===== src/hw/rtl/bchc_pkg.sv =====
// Shared types and constants for the button click/hold classifier.
// No dependencies; imported by every module of the block.
`default_nettype none

package bchc_pkg;

  localparam int unsigned CfgIdxW  = 2;
  localparam int unsigned CfgDataW = 16;

  // configuration register indexes
  localparam logic [CfgIdxW-1:0] CFG_DEBOUNCE_TICKS = 2'd0;
  localparam logic [CfgIdxW-1:0] CFG_HOLD_TICKS     = 2'd1;
  localparam logic [CfgIdxW-1:0] CFG_HOLD_REPEATS   = 2'd2;

  // reset values
  localparam logic [CfgDataW-1:0] DEBOUNCE_RST = 16'd20;
  localparam logic [CfgDataW-1:0] HOLD_RST     = 16'd1000;

  typedef enum logic [1:0] {
    EV_NONE  = 2'd0,
    EV_CLICK = 2'd1,
    EV_HOLD  = 2'd2
  } event_t;

  typedef struct packed {
    logic [CfgDataW-1:0] debounce_ticks;
    logic [CfgDataW-1:0] hold_ticks;
    logic                hold_repeats;
  } cfg_t;

endpackage

`default_nettype wire


===== src/hw/rtl/bchc_cfg_regs.sv =====
// Configuration register file of the click/hold classifier.
// Depends on bchc_pkg.
`default_nettype none

module bchc_cfg_regs
  import bchc_pkg::*;
(
  input  wire logic                clk,
  input  wire logic                rst_n,
  input  wire logic                wr_en,
  input  wire logic [CfgIdxW-1:0]  wr_index,
  input  wire logic [CfgDataW-1:0] wr_data,
  output cfg_t                     cfg
);

  cfg_t cfg_r;
  cfg_t cfg_nxt;

  always_comb begin
    cfg_nxt = cfg_r;
    if (wr_en) begin
      unique case (wr_index)
        CFG_DEBOUNCE_TICKS: cfg_nxt.debounce_ticks = wr_data;
        CFG_HOLD_TICKS:     cfg_nxt.hold_ticks     = wr_data;
        CFG_HOLD_REPEATS:   cfg_nxt.hold_repeats   = wr_data[0];
        default:            cfg_nxt = cfg_r;  // unmapped index: ignored
      endcase
    end
  end

  always_ff @(posedge clk) begin
    if (!rst_n) begin
      cfg_r.debounce_ticks <= DEBOUNCE_RST;
      cfg_r.hold_ticks     <= HOLD_RST;
      cfg_r.hold_repeats   <= 1'b0;
    end else begin
      cfg_r <= cfg_nxt;
    end
  end

  assign cfg = cfg_r;

endmodule

`default_nettype wire


===== src/hw/rtl/bchc_core.sv =====
// Per-tick state and classification logic: counters, edge judging, hold test.
// Depends on bchc_pkg.
`default_nettype none

module bchc_core
  import bchc_pkg::*;
#(
  parameter int unsigned TICK_COUNT_WIDTH = 16
) (
  input  wire logic   clk,
  input  wire logic   rst_n,
  input  wire logic   step,
  input  wire logic   level,
  input  wire logic   cancel_request,
  input  wire cfg_t   cfg,
  output event_t      event_res
);

  localparam int unsigned CmpW =
    (TICK_COUNT_WIDTH > CfgDataW) ? TICK_COUNT_WIDTH : CfgDataW;

  logic                        last_level_r, last_level_nxt;
  logic [TICK_COUNT_WIDTH-1:0] since_press_r, since_press_nxt;
  logic [TICK_COUNT_WIDTH-1:0] since_release_r, since_release_nxt;
  logic                        hold_done_r, hold_done_nxt;
  logic                        hold_cancelled_r, hold_cancelled_nxt;

  logic [TICK_COUNT_WIDTH-1:0] press_adv, release_adv;
  logic [CmpW-1:0]             press_x, release_x, deb_x, hold_x;
  logic                        press_edge, release_edge;
  logic                        press_ok, click;
  logic                        hold_cancel_mid, hold_done_mid, hold_fire;

  always_comb begin
    // saturating advance
    press_adv   = (&since_press_r)   ? since_press_r   : since_press_r + 1'b1;
    release_adv = (&since_release_r) ? since_release_r : since_release_r + 1'b1;

    release_x = CmpW'(release_adv);
    deb_x     = CmpW'(cfg.debounce_ticks);
    hold_x    = CmpW'(cfg.hold_ticks);

    press_edge   = !level && last_level_r;
    release_edge = level && !last_level_r;

    press_ok = press_edge && (release_x > deb_x);
    click    = release_edge && (CmpW'(press_adv) > deb_x) && !hold_done_r;

    since_press_nxt   = press_ok ? '0 : press_adv;
    since_release_nxt = click    ? '0 : release_adv;
    hold_done_mid     = press_ok ? 1'b0 : hold_done_r;
    hold_cancel_mid   = press_ok ? 1'b0 : hold_cancelled_r;

    press_x   = CmpW'(since_press_nxt);
    hold_fire = !level && (press_x > hold_x) && !hold_cancel_mid &&
                (cfg.hold_repeats || !hold_done_mid);

    hold_done_nxt      = hold_done_mid || hold_fire;
    hold_cancelled_nxt = hold_cancel_mid || cancel_request;
    last_level_nxt     = level;

    // click needs a release, hold needs a press level: never both
    if (hold_fire) begin
      event_res = EV_HOLD;
    end else if (click) begin
      event_res = EV_CLICK;
    end else begin
      event_res = EV_NONE;
    end
  end

  always_ff @(posedge clk) begin
    if (!rst_n) begin
      last_level_r     <= 1'b1;
      since_press_r    <= '0;
      since_release_r  <= '0;
      hold_done_r      <= 1'b0;
      hold_cancelled_r <= 1'b0;
    end else if (step) begin
      last_level_r     <= last_level_nxt;
      since_press_r    <= since_press_nxt;
      since_release_r  <= since_release_nxt;
      hold_done_r      <= hold_done_nxt;
      hold_cancelled_r <= hold_cancelled_nxt;
    end
  end

endmodule

`default_nettype wire


===== src/hw/rtl/bchc_out_stage.sv =====
// Result register with valid/stall handshake toward the consumer.
// Depends on bchc_pkg.
`default_nettype none

module bchc_out_stage
  import bchc_pkg::*;
(
  input  wire logic   clk,
  input  wire logic   rst_n,
  input  wire logic   load,
  input  wire event_t event_in,
  output logic        busy,
  output logic        out_valid,
  input  wire logic   out_stall,
  output event_t      out_event
);

  logic   valid_r, valid_nxt;
  event_t event_r;

  // full and held by the consumer: cannot take a new item
  assign busy = valid_r && out_stall;

  always_comb begin
    if (load) begin
      valid_nxt = 1'b1;
    end else if (!out_stall) begin
      valid_nxt = 1'b0;
    end else begin
      valid_nxt = valid_r;
    end
  end

  always_ff @(posedge clk) begin
    if (!rst_n) begin
      valid_r <= 1'b0;
    end else begin
      valid_r <= valid_nxt;
    end
  end

  always_ff @(posedge clk) begin
    if (load) begin
      event_r <= event_in;
    end
  end

  assign out_valid = valid_r;
  assign out_event = event_r;

endmodule

`default_nettype wire


===== src/hw/rtl/button_click_hold_classifier.sv =====
// Top level of the button click/hold classifier.
// Depends on bchc_pkg, bchc_cfg_regs, bchc_core, bchc_out_stage.
//
//   channel  direction  handshake            payload
//   in_      input      in_valid / in_stall  in_level, in_cancel_request
//   out_     output     out_valid/out_stall  out_event_res (0 none, 1 click, 2 hold)
//   cfg_     input      cfg_valid/cfg_ready  cfg_index, cfg_data
//
// One item per clock. The tick state (counters, flags, last level) updates at
// the edge an item is taken, and its event is loaded into the result register
// at that same edge, so out_valid shows it from the next cycle. Throughput is
// limited only by the result register: in_stall is high only while that
// register is full and out_stall holds it.
// Reset (rst_n low, synchronous) loads the default config and idle state.
// Config writes are always ready.
`default_nettype none

module button_click_hold_classifier
  import bchc_pkg::*;
#(
  parameter int unsigned TICK_COUNT_WIDTH = 16
) (
  input  wire logic                clk,
  input  wire logic                rst_n,
  // item input
  input  wire logic                in_valid,
  output logic                     in_stall,
  input  wire logic                in_level,
  input  wire logic                in_cancel_request,
  // result output
  output logic                     out_valid,
  input  wire logic                out_stall,
  output logic [1:0]               out_event_res,
  // config writes
  input  wire logic                cfg_valid,
  output logic                     cfg_ready,
  input  wire logic [CfgIdxW-1:0]  cfg_index,
  input  wire logic [CfgDataW-1:0] cfg_data
);

  cfg_t   cfg;
  event_t core_event;
  event_t res_event;
  logic   out_busy;
  logic   accept;

  assign cfg_ready = 1'b1;
  assign in_stall  = out_busy;
  assign accept    = in_valid && !out_busy;

  bchc_cfg_regs u_cfg (
    .clk      (clk),
    .rst_n    (rst_n),
    .wr_en    (cfg_valid && cfg_ready),
    .wr_index (cfg_index),
    .wr_data  (cfg_data),
    .cfg      (cfg)
  );

  bchc_core #(
    .TICK_COUNT_WIDTH (TICK_COUNT_WIDTH)
  ) u_core (
    .clk            (clk),
    .rst_n          (rst_n),
    .step           (accept),
    .level          (in_level),
    .cancel_request (in_cancel_request),
    .cfg            (cfg),
    .event_res      (core_event)
  );

  bchc_out_stage u_out (
    .clk       (clk),
    .rst_n     (rst_n),
    .load      (accept),
    .event_in  (core_event),
    .busy      (out_busy),
    .out_valid (out_valid),
    .out_stall (out_stall),
    .out_event (res_event)
  );

  assign out_event_res = res_event;

endmodule

`default_nettype wire


===== config.mk =====
export PLATFORM = sky130hd
export DESIGN_NAME = button_click_hold_classifier
export DESIGN_NICKNAME = d
export VERILOG_FILES = /design/src/hw/rtl/bchc_pkg.sv /design/src/hw/rtl/bchc_cfg_regs.sv /design/src/hw/rtl/bchc_core.sv /design/src/hw/rtl/bchc_out_stage.sv /design/src/hw/rtl/button_click_hold_classifier.sv
export SDC_FILE = /design/constraint.sdc
export NUM_CORES = 1
export LEC_CHECK = 0
export BUFFER_PORTS_ARGS = -buffer_cell sky130_fd_sc_hd__buf_2
export CAP_MARGIN = 25
export CELL_PAD_IN_SITES_DETAIL_PLACEMENT = 1
export CELL_PAD_IN_SITES_GLOBAL_PLACEMENT = 1
export CORE_MARGIN = 5
export CORE_UTILIZATION = 30
export DETAILED_ROUTE_END_ITERATION = 10
export PLACE_DENSITY = 0.58
export REMOVE_ABC_BUFFERS = 1
export SLEW_MARGIN = 20
export SYNTH_ARGS = -nofsm -noshare
export SYNTH_HDL_FRONTEND = slang
export SYNTH_SLANG_ARGS = --single-unit

===== constraint.sdc =====
create_clock -name clk -period 8.6 [get_ports clk]
set_input_delay 0.86 -clock clk [delete_from_list [all_inputs] [get_ports clk]]
set_output_delay 0.86 -clock clk [all_outputs]
set_load 0.01 [all_outputs]

==> impl_metrics.json, run 1 <==
{
  "status": "finished, final reports clean",
  "drtAntennaViolNets": 0,
  "nFillCells": 1955,
  "htreeDepth": 3,
  "setup_slack_ns": 3.082,
  "antenna_found_initial": 0,
  "clockRootBuffer": "clkbuf_16",
  "fp.coreArea_um2": 15770,
  "arrival_ns": 5.73,
  "grt_pass1_vias": 4759,
  "cts_sinks": 71,
  "drc": 0,
  "n_antenna_cell": 0,
  "numCtsBuffers": 9,
  "hold_viol_final": 0,
  "path_max_fanout": 24,
  "powerDensity_nw_per_um2": 160.6,
  "ir_drop_mv": 0.1057,
  "placementRows": 46,
  "areaGrowthSynthToFinish_pct": 13.92,
  "grt_first_pass_wirelength_mm": 25.04,
  "io_buffer_count": 28,
  "clk_path_buf_depth": 2,
  "die_w_um": 136.1,
  "grt_start_max_net_pins": 46,
  "dp_hpwl_mm": 11.85,
  "setup_violations": 0,
  "hold_buffers": 0,
  "clk_pin_slew_worst_paths_ns": 0.06,
  "seq_area_um2": 1441,
  "layout_commonest_cell": "nand2_1",
  "rsz0062_at_grt": "no",
  "min_period_ns": 5.518,
  "place_ws_ns": 3.123,
  "relSlewSlack": 0.4417,
  "routed_wl_mm": 15.39,
  "fmax_ghz": 0.1812,
  "synth_edf_count": 2,
  "netlist.area_leader.share": 0.2894,
  "gp_congestion": 0.8220,
  "fin_nets": 702,
  "ys_warn_count": 0,
  "grt_overflow": 0,
  "synth_seq_cells": 71,
  "first_pass_iters": 4,
  "worstSetupEndpointType": "register",
  "clock_latency_ns": 0.34,
  "path_class": "reg2reg",
  "worstPathRequired_ns": 8.81,
  "tightest_slew_ns": 0.8375,
  "postSynth.asyncResetShare": 0,
  "yosys-top-cells-area": "dfxtp_1, ha_1, nand2_1, a21oi_1, inv_1",
  "die_area_um2": 18530,
  "yosysTopAreaCell": "dfxtp_1",
  "via_per_inst": 5.289,
  "synth_flop_cell": "dfxtp_1",
  "cts_tree": "built",
  "ctsResizeCount": 0,
  "final_cell_mix": "nand2_1, dfxtp_1, a21oi_1",
  "crit_path_start_kind": "register",
  "final_layout_size_suffix_gt1_frac": 0.09810,
  "drt_iter0_markers": 191,
  "wl_per_cell_um": 18.15,
  "die_height_um": 136.1,
  "fin_setup_tns_ns": 0,
  "via_count": 4485,
  "ys_seq_area_frac": 0.3020,
  "power_w": 0.0008733,
  "multi_input_area_um2": 3032,
  "syn_area_um2": 4773,
  "io_pins": 30,
  "final.period_utilization": 0.6416,
  "hp-class": "reg2reg",
  "syn_avg_cell_area_um2": 7.736,
  "skew_ns": 0.004176,
  "start_util": 0.3027,
  "synth_cell_type_count": 61,
  "slew_violations": 0,
  "p_leak_nw": 2.244,
  "syn_inst": 617,
  "cts_setup_buffers": 0,
  "cap_violations": 0,
  "grtUsageTotal": 0.1742
}
## final timing paths
check	startpoint	to	slack, ns	cells past startpoint
worst max-delay path	u_core.since_release_r[0]$_SDFFE_PN0P_	u_out.out_event[1]$_SDFFCE_PP1P_	3.08	19
worst min-delay path	u_cfg.cfg[26]$_SDFFE_PN0P_	u_cfg.cfg[26]$_SDFFE_PN0P_	0.46	2
worst max register to register	u_core.since_release_r[0]$_SDFFE_PN0P_	u_out.out_event[1]$_SDFFCE_PP1P_	3.08	19
worst min register to register	u_cfg.cfg[26]$_SDFFE_PN0P_	u_cfg.cfg[26]$_SDFFE_PN0P_	0.46	2
## state kept, by name (all words and copies together), names as in the netlist
signal / cells
u_core.since_press_r: 16
u_core.hold_done_r: 1
u_core.since_release_r: 16
u_core.hold_cancelled_r: 1
u_cfg.cfg: 33
u_out.out_valid: 1
u_core.last_level_r: 1
u_out.out_event: 2
## cells by family (layout without fill, tap and decap cells)
logic type                 Yosys count  after routing  synth area share
other                                1              1         0.0007856
AOI/OAI and AO/OA                  127            127            0.1743
adders and majority gates           50             50            0.1311
buffers and inverters               80             95           0.06527
xor gates and xnor gates            21             21           0.03853
muxes                                6              6           0.01311
DFF                                 71             71            0.3020
and+or+nand+nor                    261            261            0.2750
## stage by stage
step,std cells,util,hold WS [ns],area [um2]
after detailed placement,832,0.3225,0.4551,5086
after global routing,848,0.3448,0.4795,5438
after global placement,832,0.3221,0.4454,5080
final,848,0.3448,0.4589,5438
after CTS,848,0.3448,0.4646,5438
after floorplan,585,-,0.4363,4642
## synth_stat cells, types with 2 or more instances
cell type / instances
nand2_1: 101
dfxtp_1: 69
a21oi_1: 51
ha_1: 50
inv_1: 47
nand3_1: 33
nor2_1: 28
nand4_1: 22
clkbuf_1: 21
and3_1: 14
o211ai_1: 13
xnor2_1: 13
o21ai_0: 11
and2_1: 9
nor4_1: 9
o31ai_1: 9
or4_1: 9
xor2_1: 8
nor2b_1: 7
buf_2: 6
o21ai_1: 6
and4_1: 5
nor3_1: 5
or3_1: 5
a211oi_1: 4
a31oi_1: 4
buf_1: 4
mux2i_1: 4
o21a_1: 4
a21o_1: 3
a31o_2: 3
nand2b_1: 3
o311ai_1: 3
a221oi_1: 2
edfxtp_1: 2
mux2_2: 2
nand4b_1: 2
o221ai_1: 2
o31a_1: 2
## worst max-delay path, cell delays in order, from the launching register on
cell,delay [ns]
dfxtp_1,0.42
ha_1,0.26
and4_1,0.23
nand4_1,0.45
and3_1,0.40
nand4_1,0.14
xnor2_1,0.10
ha_1,0.30
nand4_1,0.15
o41ai_2,0.40
nor3_1,0.13
o31ai_2,0.16
nand2_2,0.43
nor2b_1,0.23
ha_1,0.18
nand4_1,0.15
or4_1,0.54
a21o_1,0.18
a311oi_1,0.34
o21a_1,0.17
## routing by layer
layer  global-route usage  wire length [um]
met4              0.05599               361
met1               0.2054              6769
met2               0.3132              7737
met5                    0                 0
met3              0.03775               522
## final cells by class
| class | count | share of cell area |
|---|---|---|
| well taps | 216 | 0.04970 |
| flip-flops and latches | 71 | 0.2651 |
| multi-input cells | 466 | 0.5575 |
| clock buffers | 12 | 0.05131 |
| inverters | 48 | 0.03313 |
| repair buffers | 31 | 0.02991 |
| clock inverters | 4 | 0.01335 |
## report_power, final
part	internal (W)	switching [W]	total, W	leakage [nW]
logic	0.0000284	0.0000541	0.0000825	1.49
clock network	0.000289	0.000155	0.000444	0.169
registers	0.000340	0.00000706	0.000347	0.581
(Power assumes the default switching activity.)
==> inputs of run 2 (changes only) <==
==> constraint.sdc (replaced) <==
create_clock -name clk -period 5.1 [get_ports clk]
set_input_delay 0.51 -clock clk [delete_from_list [all_inputs] [get_ports clk]]
set_output_delay 0.51 -clock clk [all_outputs]
set_load 0.01 [all_outputs]
==> impl_metrics.json, run 2 (synthesis results as in run 1) <==
{
  "switching_share": 0.2526,
  "via_per_inst": 5.348,
  "antenna_found_initial": 0,
  "slew_violations": 0,
  "start_util": 0.3027,
  "multi_input_area_um2": 3069,
  "first_pass_iters": 4,
  "drc": 0,
  "finalNonFillerCells": 856,
  "hp-class": "in2reg",
  "clock_latency_ns": 0.35,
  "gp_congestion": 0.8913,
  "place_ws_ns": 0.03868,
  "cts_tree": "built",
  "powerDensity_nw_per_um2": 265.5,
  "skew_ns": 0.006064,
  "hold_buffers": 0,
  "nFillCells": 1946,
  "cp_num_buf_inv": 1,
  "net-switching-power_w": 0.0003705,
  "path_class": "reg2reg",
  "fin_nets": 710,
  "worstPathRequired_ns": 5.31,
  "setup_slack_ns": 0.3487,
  "cp_slowest_cell": "or4_1",
  "fin_setup_tns_ns": 0,
  "ir_drop_mv": 0.1660,
  "io_pins": 30,
  "drtAntennaViolNets": 0,
  "min_from": "in_valid",
  "seq_area_um2": 1441,
  "power_w": 0.001467,
  "grt_overflow": 0,
  "areaGrowthSynthToFinish_pct": 15.75,
  "min_period_ns": 4.751,
  "numCtsBuffers": 9,
  "final_layout_size_suffix_gt1_frac": 0.1188,
  "routed_wl_mm": 15.60,
  "grt_first_pass_wirelength_mm": 25.10,
  "critPathTopFamily": "simple AND/OR/NAND/NOR gates",
  "ff2ff_setup_slack_ns": 0.35,
  "cts_sinks": 71,
  "setup_violations": 0,
  "placementRows": 46,
  "path_max_fanout": 11,
  "grt_start_max_net_pins": 45,
  "final.period_utilization": 0.9316,
  "wl_per_cell_um": 18.23,
  "die_area_um2": 18530,
  "grtUsageTotal": 0.1743,
  "layout_commonest_cell": "nand2_1",
  "arrival_ns": 4.96,
  "n_antenna_cell": 0,
  "rsz0062_at_grt": "no",
  "crit_path_start_kind": "register",
  "via_count": 4578,
  "tightest_slew_ns": 0.8582,
  "drt_iter0_markers": 199,
  "die_w_um": 136.1,
  "r2r_start": "u_core.since_release_r[0]$_SDFFE_PN0P_",
  "dp_hpwl_mm": 11.91,
  "final_cell_mix": "nand2_1, dfxtp_1, a21oi_1",
  "crit_start": "u_core.since_release_r[0]$_SDFFE_PN0P_",
  "relSlewSlack": 0.4279,
  "fp.coreArea_um2": 15770,
  "die_height_um": 136.1,
  "dp.cells": 838,
  "cp_slowest_stage_delay_ns": 0.52,
  "io_buffer_count": 28,
  "grt_pass1_vias": 4798,
  "clk_path_buf_depth": 2,
  "cap_violations": 0,
  "p_comb_frac": 0.099,
  "clockRootBuffer": "clkbuf_16",
  "cp_cell_sequence": "ha_2 > and4_1 > nand4_1 > buf_4 > and3_1 > xor2_1 > ha_1 > nand4_1 > o41ai_4 > nor3_2 > o31ai_4 > nand2_2 > nor2b_1 > ha_1 > nand4_1 > or4_1 > a21o_1 > a311oi_2 > o21a_1",
  "internal-power_w": 0.001097,
  "largest_register_ffs": 33,
  "status": "finished, final reports clean",
  "htreeDepth": 3,
  "cp_common_cell": "nand4_1",
  "fmax_ghz": 0.2105,
  "clk_pin_slew_worst_paths_ns": 0.06,
  "clockPowerShare": 0.502,
  "p_leak_nw": 2.280,
  "seq_power_share": 0.399,
  "worstSetupEndpointType": "register",
  "hold_viol_final": 0
}
==> run 2: timing repair <==
| item | CTS | global route |
|---|---|---|
| endpoints found under the setup margin | 1 | 2 |
| buffers inserted | 0 | 2 |
| resized for setup | 1 | 7 |
| pin swaps | 0 | 1 |
| gates cloned | 0 | 0 |
==> run 2: final timing paths <==
path                                           end  cells past startpoint
hold / removal        u_out.out_valid$_SDFFE_PN0P_                      2
setup / recovery  u_out.out_event[1]$_SDFFCE_PP1P_                     19
hold reg to reg         u_cfg.cfg[15]$_SDFFE_PN0P_                      2
setup reg to reg  u_out.out_event[1]$_SDFFCE_PP1P_                     19
==> run 2: final cells by class <==
cell class | instances | share of cell area
multi-input combinational | 466 | 0.5555
sequential | 71 | 0.2609
tap | 216 | 0.04891
clock buffer | 12 | 0.04846
timing repair buffer | 39 | 0.04031
inverter | 48 | 0.03261
clock inverter | 4 | 0.01336
==> run 2: power groups by stage <==
| stage | Clock (W) | Sequential (W) | Combinational, W |
|---|---|---|---|
| 2_1_floorplan | 0 | 0.000594 | 0.0000810 |
| 3_5_place_dp | 0 | 0.000597 | 0.000143 |
| 5_1_grt | 0.000766 | 0.000587 | 0.000164 |
| 6_report | 0.000737 | 0.000585 | 0.000145 |
| 4_1_cts | 0.000753 | 0.000585 | 0.000145 |
| 3_3_place_gp | 0 | 0.000597 | 0.000136 |
==> run 2: through the flow <==
stage | util | instance area [um2] | hold slack [ns]
final | 0.3504 | 5525 | 0.3975
after global routing | 0.3504 | 5525 | 0.3913
after CTS | 0.3476 | 5482 | 0.3870
after detailed placement | 0.3254 | 5131 | 0.4502
after global placement | 0.3250 | 5125 | 0.4461
after floorplan | - | 4642 | 0.4363
==> run 2: worst reg2reg max path, cell delays in order (launching register included) <==
cell and delay, ns:
dfxtp_1 0.43, ha_2 0.27, and4_1 0.22, nand4_1 0.15, buf_4 0.19, and3_1 0.20, xor2_1 0.17, ha_1 0.30
nand4_1 0.17, o41ai_4 0.38, nor3_2 0.11, o31ai_4 0.12, nand2_2 0.22, nor2b_1 0.17, ha_1 0.18, nand4_1 0.14
or4_1 0.52, a21o_1 0.18, a311oi_2 0.31, o21a_1 0.18
==> run 2: routing by layer <==
metal,global-route usage,up-vias,part of all wire
met5,0,-,0
met4,0.07111,0,0.029
met3,0.03294,30,0.032
met2,0.3052,66,0.50
met1,0.2089,2238,0.44
li1,-,2244,-
